## src/rtl/core/lzwc_queue.sv

```systemverilog
// ----------------------------------------------------------------------------
// lzwc_queue
// Two-entry queue with valid/stall on the write side and valid/ready on the
// read side.
// ----------------------------------------------------------------------------
`default_nettype none
module lzwc_queue #(
   parameter int WIDTH = 9
) (
   input  logic             clock,
   input  logic             reset,
   input  logic             wr_valid,
   output logic             wr_stall,
   input  logic [WIDTH-1:0] wr_data,
   output logic             rd_valid,
   input  logic             rd_ready,
   output logic [WIDTH-1:0] rd_data
);
   logic [WIDTH-1:0] slot_ff [2];
   logic       wp_ff, wp_in;
   logic       rp_ff, rp_in;
   logic [1:0] cnt_ff, cnt_in;
   logic       push, pop;

   assign wr_stall = (cnt_ff == 2'd2);
   assign rd_valid = (cnt_ff != 2'd0);
   assign rd_data  = slot_ff[rp_ff];
   assign push     = wr_valid && !wr_stall;
   assign pop      = rd_valid && rd_ready;

   always_comb begin
      wp_in  = push ? ~wp_ff : wp_ff;
      rp_in  = pop ? ~rp_ff : rp_ff;
      cnt_in = cnt_ff + {1'b0, push} - {1'b0, pop};
   end

   always_ff @(posedge clock) begin
      if (reset) begin
         wp_ff  <= 1'b0;
         rp_ff  <= 1'b0;
         cnt_ff <= 2'd0;
      end else begin
         wp_ff  <= wp_in;
         rp_ff  <= rp_in;
         cnt_ff <= cnt_in;
      end
   end

   always_ff @(posedge clock) begin
      if (push) begin
         slot_ff[wp_ff] <= wr_data;
      end
   end
endmodule
`default_nettype wire

```

## config.mk

```make
export PLATFORM = sky130hd
export DESIGN_NAME = lzwc_queue
export DESIGN_NICKNAME = d
export VERILOG_FILES = /design/src/rtl/core/lzwc_queue.sv
export SDC_FILE = /design/constraint.sdc
export NUM_CORES = 1
export LEC_CHECK = 0
export BUFFER_PORTS_ARGS = -buffer_cell sky130_fd_sc_hd__buf_2
export CAP_MARGIN = 0
export CORE_ASPECT_RATIO = 2
export CORE_MARGIN = 4
export CORE_UTILIZATION = 30
export DETAILED_ROUTE_END_ITERATION = 10
export PLACE_DENSITY_LB_ADDON = 0.25
export SYNTH_ARGS = -nofsm -noshare
export SYNTH_HDL_FRONTEND = slang
export SYNTH_SLANG_ARGS = --single-unit
```

## constraint.sdc

```tcl
create_clock -name clock -period 1.6 [get_ports clock]
set_clock_uncertainty 0.2 [all_clocks]
set_input_delay 0.08 -clock clock [delete_from_list [all_inputs] [get_ports clock]]
set_output_delay 0.08 -clock clock [all_outputs]
set_load 0.01 [all_outputs]
```

; Word level (Yosys, flattened, before mapping)
; Memory sizes are Yosys's and may differ from the RTL's. A register that Yosys moved wholly into a read port is not among the register bits.
; Index checks and enable logic that the tools add are counted.
; W data, S select, Z words.
[classes]
n_addsub = 2
n_eq_ne = 1
muxes = 4
bitwise = 2
n_reduce_logical = 4
[op_table]
columns = op, count
row1 = $mux W1, 4
row2 = $add A2 B1 Y2, 1
row3 = $eq A2 B2 Y1 const B, 1
row4 = $logic_and A1 B1 Y1, 2
row5 = $not A1 Y1, 2
row6 = $reduce_bool A2 Y1, 1
row7 = $sub A2 B1 Y2, 1
row8 = $logic_not A1 Y1, 1
[word_totals]
register_bits = 4
ram_bits = 18
inputBits = 13
output_inout_bits = 11
elab_cells = 17
n_memories = 1
[memory_table]
columns = name, depth, width, read_ports, rd_clocked_by_memory_dff, write_ports, line
row1 = slot_ff, 2, 9, 1, 1, 1, 19  ; logic [WIDTH-1:0] slot_ff [2];

; Longest topological paths before layout
; Gate-level depths: netlist of run 1.
[depth]
word_depth = 5
mapped_depth = 8
depth_no_buf = 8

; Least setup slack after synthesis of run 1
; OpenSTA, ideal clock, no wires.
[synth_timing]
kind = register to register
from = register cnt_ff[1]
to = register cnt_ff[1]
setup_time_ns = 0.115
arrival_time_ns = 1.346
required_time_ns = 1.285
setup_slack_ns = -0.060
stages_incl_launch_ff = 8
path_buffers = 0
period_less_slack_ns = 1.660
cell_sequence = dfxtp_1 o21a_2 ha_1 inv_1 ha_1 xor2_1 xnor2_1 nor2_1
[synth_via]
word_cells_on_any_way = 7
classes_between = add/sub: 2 / eq/ne: 1 / reduce/logical: 4
[synth_rtl]
columns = element, line
row1 = from (decl), 22  ; logic [1:0] cnt_ff, cnt_in;
row2 = from (signal assigned), 45  ; cnt_ff <= cnt_in;
row3 = $reduce_bool A2 Y1, 26  ; assign rd_valid = (cnt_ff != 2'd0);
row4 = $logic_and A1 B1 Y1, 29  ; assign pop = rd_valid && rd_ready;
row5 = via pop, 23  ; logic push, pop;
row6 = $sub A2 B1 Y2, 34  ; cnt_in = cnt_ff + {1'b0, push} - {1'b0, pop};
; The timed path passes the listed nets, and every way through them passes these cells.
; A chain may end at the register's enable or synchronous reset.

; Worst setup path after layout of run 1
; Same ends and word-level chain as after synthesis.

==> results.sh, run 1 <==
export IMPL_cts_htree_levels=1
export IMPL_syn_inst=54
export IMPL_clock_path_buffers=2
export IMPL_setup_violations=1
export IMPL_fin_hold_ws_ns=-0.163
export IMPL_dr_wl_met3_um=53
export IMPL_drv_cap=0
export IMPL_grt_antenna_before_repair=0
export IMPL_leakage_nw=0.506
export IMPL_yosysSeqAreaShare_pct=72.6
export IMPL_fin_ws_ns=-0.0436
export IMPL_setup_tns_final_ns=-0.0436
export IMPL_drive_above_1_share_pct=50.5
export IMPL_grt_usage_pct=8.82
export IMPL_grt_setup_unrepaired="true"
export IMPL_status="finished, violations left"
export IMPL_clock_root_buffer="clkbuf_8"
export IMPL_num_rows=27
export IMPL_grt_pass1_vias=609
export IMPL_dp_slack_ns=-0.0656
export IMPL_routed_wl_um=1530
export IMPL_ir_drop_mv=0.756
export IMPL_avgSynthCellArea_sq_um=16.3
export IMPL_fin_nets=109
export IMPL_yosysMostFrequentCell="edfxtp_1"
export IMPL_hpwl_um=1130
export IMPL_grt_start_max_net_pins=14
export IMPL_p_per_area_nw_per_um2=1390
export IMPL_grt_overflow=0
export IMPL_wl_met2_um=905
export IMPL_postCtsSetupRepairBufs=0
export IMPL_worst_ep_arrival_time_ns=1.60
export IMPL_dr_max_layer_used="met4"
export IMPL_worstSetupEndpointType="register"
export IMPL_post_route_period_util_pct=103
export IMPL_ant_nets=0
export IMPL_wl_per_cell_um=12.6
export IMPL_maxSlewViolCount=0
export IMPL_area_growth_synth_to_final_pct=41.4
export IMPL_fmax_mhz=608
export IMPL_crit_required_ns=1.56
export IMPL_hold_viol=5
export IMPL_die_area_sq_um=3920
export IMPL_synth_top_area_cell="edfxtp_1"
export IMPL_worstPathMaxFanout=3
export IMPL_cts_tree="done"
export IMPL_start_util_pct=31.5
export IMPL_io_buffers=23
export IMPL_drt_first_pass_iters=2
export IMPL_fin_crit_ns=1.64
export IMPL_synth_edf_count=18
export IMPL_synth_seq_cells=23
export IMPL_netlist_area_sq_um=882
export IMPL_path_clk_slew_ns=0.08
export IMPL_relSlewSlack_pct=84.6
export IMPL_vias=547
export IMPL_io_pin_count=24
export IMPL_core_sq_um=2800
export IMPL_worstSkewPairLatency_ns=0.26
export IMPL_cts_buffers=3
export IMPL_ys_top_cells_by_count="edfxtp_1 (18), mux2_1 (6), dfxtp_1 (5), mux2_2 (3), nor2_1 (3)"
export IMPL_hold_buffers=9
export IMPL_grt_pass1_wl_um=2490
export IMPL_synthFlopType="edfxtp_1"
export IMPL_worstMarginPinSlew_ns=0.230
export IMPL_path_class="register to register"
export IMPL_die_w_um=46.3
export IMPL_synthArstFlopShare_pct=0
export IMPL_met1_length_um=538
export IMPL_r2r_slack_ns=-0.04
export IMPL_ys_warn_count=0
export IMPL_post_synth_num_cell_types=21
export IMPL_gp_congestion=0.618
export IMPL_drtIter0Drc=13
export IMPL_num_antenna_cells=0
export IMPL_drc_errors=0
export IMPL_die_h_um=84.7
export IMPL_syn_num_nets=69
export IMPL_cts_num_sinks=23
export IMPL_via_per_inst=4.48
export IMPL_synthTopCellsByArea="edfxtp_1 (61%), dfxtp_1 (11%), mux2_1 (7.7%)"
export IMPL_start_kind="register"
export IMPL_yosys_area_top_type_share_pct=61.3
export IMPL_violations="hold timing, setup timing"
export IMPL_hold_class="input port to register"
## cell families after synthesis
family	synth area share, %
buf+inv	2.27
mux	11.5
simple gates	5.68
compound gates	2.13
xor+xnor	2.98
fa+ha+maj	2.84
flops	72.6
## where the power goes
group	internal (mW)	switching, mW	leakage, nW
registers	0.762	0.0698	0.211
logic	0.321	0.236	0.270
clock network	0.173	0.169	0.0255
## layout make-up
cell class,count,area (sq um)
flip-flops and latches,23,647
inverters,4,15.0
multi-input cells,26,255
clock inverters,1,5.00
fillers,280,1560
well taps,29,36.3
clock buffers,3,41.3
repair buffers,36,248
## routing by layer
layer,up-vias,GRT usage [%]
met2,15,16.0
met4,0,5.44
li1,271,-
met1,257,8.41
met5,-,0
met3,4,1.29
## registers in the layout, summed over array words and instances (netlist names), named ones only
name,count
slot_ff,18
cnt_ff,2
rp_ff,1
wp_ff,1
## final timing paths
check,start,end,cells after the start
max,cnt_ff[1]$_SDFF_PP0_,cnt_ff[1]$_SDFF_PP0_,7
min,reset,cnt_ff[1]$_SDFF_PP0_,2
max reg2reg,cnt_ff[1]$_SDFF_PP0_,cnt_ff[1]$_SDFF_PP0_,7
min reg2reg,wp_ff$_SDFFE_PP0N_,wp_ff$_SDFFE_PP0N_,2
## timing repair
action	CTS	global route
pin swaps	2	0
setup endpoints to repair	10	10
resized for setup	2	2
endpoints found under the hold margin	23	5
## critical path, stage by stage, from the launching register on
cell and delay (ns):
dfxtp_4 0.37, o21a_4 0.21, ha_4 0.25, inv_1 0.03
ha_2 0.16, xor2_1 0.15, xnor2_1 0.13, nor2_1 0.05
## per-stage QoR
step / utilization [%] / total power, mW / cell area, sq um / std cells
after CTS: 44.3 / 1.75 / 1240 / 122
final: 44.5 / 1.73 / 1250 / 122
after detailed placement: 39.3 / 1.39 / 1100 / 109
after global placement: 39.3 / 1.37 / 1100 / 109
after global routing: 44.5 / 1.84 / 1250 / 122
after floorplan: - / 1.16 / 913 / 54
## layout by cell type (no fill, tap or decap), types with 2 or more instances in the layout
master	count
mux2_1	6
edfxtp_1	18
dfxtp_1	2
buf_4	3
dlygate4sd3_1	9
xnor2_1	2
nor2_1	3
mux2_2	3
clkbuf_8	3
inv_2	2
buf_2	23
dfxtp_2	2
No activity file was read; power rests on OpenSTA's default activity.
==> run 2, diff against run 1 <==
--- a/config.mk
+++ b/config.mk
@@ -12,6 +12,7 @@
 export CORE_UTILIZATION = 30
 export DETAILED_ROUTE_END_ITERATION = 10
 export PLACE_DENSITY_LB_ADDON = 0.25
+export SETUP_SLACK_MARGIN = 0.4
 export SYNTH_ARGS = -nofsm -noshare
 export SYNTH_HDL_FRONTEND = slang
 export SYNTH_SLANG_ARGS = --single-unit
==> run 2 against run 1 <==
  * The flow still finishes with violations (hold timing, setup timing)
  * Worst setup slack lost 0.019 ns
  * Critical path depth stayed put
  * First-iteration DRC count shrank 62%
  * Global-route usage increased by 1.6 points
  * Sequential share of layout area is 8.8 points lower
  * Clock-buffer cell count did not move
  * Wire length increased by 27%
  * Non-clock buffer count up 7
  * Sequential power hardly changed
  * Power increased by 30%
  * Critical endpoint unchanged
  * Largest power group is now combinational logic
==> results.sh, run 2 (same netlist as run 1, synthesis figures left out) <==
export IMPL_grt_start_max_net_pins=14
export IMPL_r2r_cells=7
export IMPL_io_buffers=23
export IMPL_drtIter0Drc=5
export IMPL_post_route_period_util_pct=104
export IMPL_drt_first_pass_iters=3
export IMPL_start_kind="register"
export IMPL_grt_setup_unrepaired="true"
export IMPL_leakage_nw=0.615
export IMPL_vias=588
export IMPL_grt_overflow=0
export IMPL_fillers=236
export IMPL_fin_hold_ws_ns=-0.142
export IMPL_io_pin_count=24
export IMPL_grt_pass1_vias=656
export IMPL_grt_antenna_before_repair=0
export IMPL_violations="hold timing, setup timing"
export IMPL_maxSlewViolCount=0
export IMPL_worst_ep_arrival_time_ns=1.62
export IMPL_gp_congestion=0.599
export IMPL_biggestRegsByFlops="slot_ff: 18 flops, cnt_ff: 2 flops"
export IMPL_grt_usage_pct=10.5
export IMPL_hpwl_um=1150
export IMPL_worstSetupEndpointType="register"
export IMPL_area_growth_synth_to_final_pct=70.9
export IMPL_ff_latch_area_sq_um=649
export IMPL_worstSkewPairLatency_ns=0.26
export IMPL_path_clk_slew_ns=0.08
export IMPL_hold_class="input port to register"
export IMPL_most_common_layout_cells="buf_6 (18), edfxtp_1 (18), buf_2 (12)"
export IMPL_num_rows=27
export IMPL_cts_num_sinks=23
export IMPL_cts_htree_levels=1
export IMPL_dr_max_layer_used="met4"
export IMPL_p_per_area_nw_per_um2=1490
export IMPL_wl_per_cell_um=14.9
export IMPL_dr_wl_met3_um=75
export IMPL_ant_nets=0
export IMPL_fmax_mhz=602
export IMPL_status="finished, violations left"
export IMPL_fin_nets=118
export IMPL_drv_cap=0
export IMPL_wl_met2_um=1210
export IMPL_cts_tree="done"
export IMPL_drc_errors=0
export IMPL_relSlewSlack_pct=86.8
export IMPL_start_util_pct=31.5
export IMPL_grt_pass1_wl_um=2900
export IMPL_worstMarginPinSlew_ns=0.196
export IMPL_setup_violations=5
export IMPL_largest_register_ffs=18
export IMPL_placedCellCount=109
export IMPL_fin_crit_ns=1.66
export IMPL_fin_ws_ns=-0.0623
export IMPL_die_h_um=84.7
export IMPL_met1_length_um=642
export IMPL_worstPathMaxFanout=3
export IMPL_dp_slack_ns=-0.0723
export IMPL_multi_input_area_sq_um=354
export IMPL_setup_tns_final_ns=-0.0864
export IMPL_post_route_util_pct=53.8
export IMPL_path_class="register to register"
export IMPL_hold_buffers=9
export IMPL_cts_buffers=3
export IMPL_clock_root_buffer="clkbuf_8"
export IMPL_routed_wl_um=1950
export IMPL_min_delay_path_depth=2
export IMPL_core_sq_um=2800
export IMPL_crit_required_ns=1.55
export IMPL_die_area_sq_um=3920
export IMPL_final_cell_area_sq_um=1510
export IMPL_clock_path_buffers=2
export IMPL_power_mw=2.25
export IMPL_place_area_sq_um=1110
export IMPL_top_register="slot_ff"
export IMPL_die_w_um=46.3
export IMPL_ir_drop_mv=0.951
export IMPL_layoutNonFillerInstCount=131
export IMPL_hold_viol=5
export IMPL_num_antenna_cells=0
export IMPL_via_per_inst=4.49
export IMPL_drive_above_1_share_pct=65.7
==> run 2: cell count changes in the layout (fill, tap and decap cells not counted), sizes merged <==
cell	before	now
inv	3	4
buf	27	34
and3	1	2
==> run 2: cell type report <==
class,instances,area share [%]
flip-flops and latches,23,43.1
repair buffers,43,25.9
multi-input cells,27,23.5
clock buffers,3,2.74
well taps,29,2.41
inverters,4,1.66
repair inverters,1,0.415
clock inverters,1,0.332
==> run 2: metal layers <==
layer	global-route usage [%]	vias to the layer above
met5	0	-
met4	5.44	0
met3	2.36	2
met2	19.5	15
met1	9.42	281
li1	-	290
==> run 2: worst max-delay path, stage by stage (launching register included) <==
cell	delay, ns
dfxtp_4	0.37
o21a_4	0.20
ha_4	0.26
inv_2	0.04
ha_4	0.16
xor2_2	0.14
xnor2_1	0.14
nor2_1	0.06
==> run 2: what timing repair did <==
| item | in CTS | in global routing |
|---|---|---|
| gates resized for setup | 37 | 7 |
| pin swaps | 3 | 0 |
| cloned | 2 | 0 |
| buffers inserted | 5 | 2 |
| hold endpoints to repair | 23 | 5 |
| setup endpoints to repair | 34 | 34 |
==> run 2: worst paths after layout <==
check                                     startpoint                   end  slack, ns
worst min register to register    wp_ff$_SDFFE_PP0N_    wp_ff$_SDFFE_PP0N_       0.35
worst min-delay path                           reset              register      -0.14
worst max-delay path            cnt_ff[1]$_SDFF_PP0_  cnt_ff[1]$_SDFF_PP0_      -0.06
worst max register to register  cnt_ff[1]$_SDFF_PP0_  cnt_ff[1]$_SDFF_PP0_      -0.06
==> run 2: where the power goes <==
| part | total (mW) | switching (mW) | leakage (nW) | internal, mW |
|---|---|---|---|---|
| combinational | 1.07 | 0.401 | 0.378 | 0.672 |
| sequential | 0.830 | 0.0652 | 0.211 | 0.764 |
| clock | 0.343 | 0.170 | 0.0255 | 0.173 |
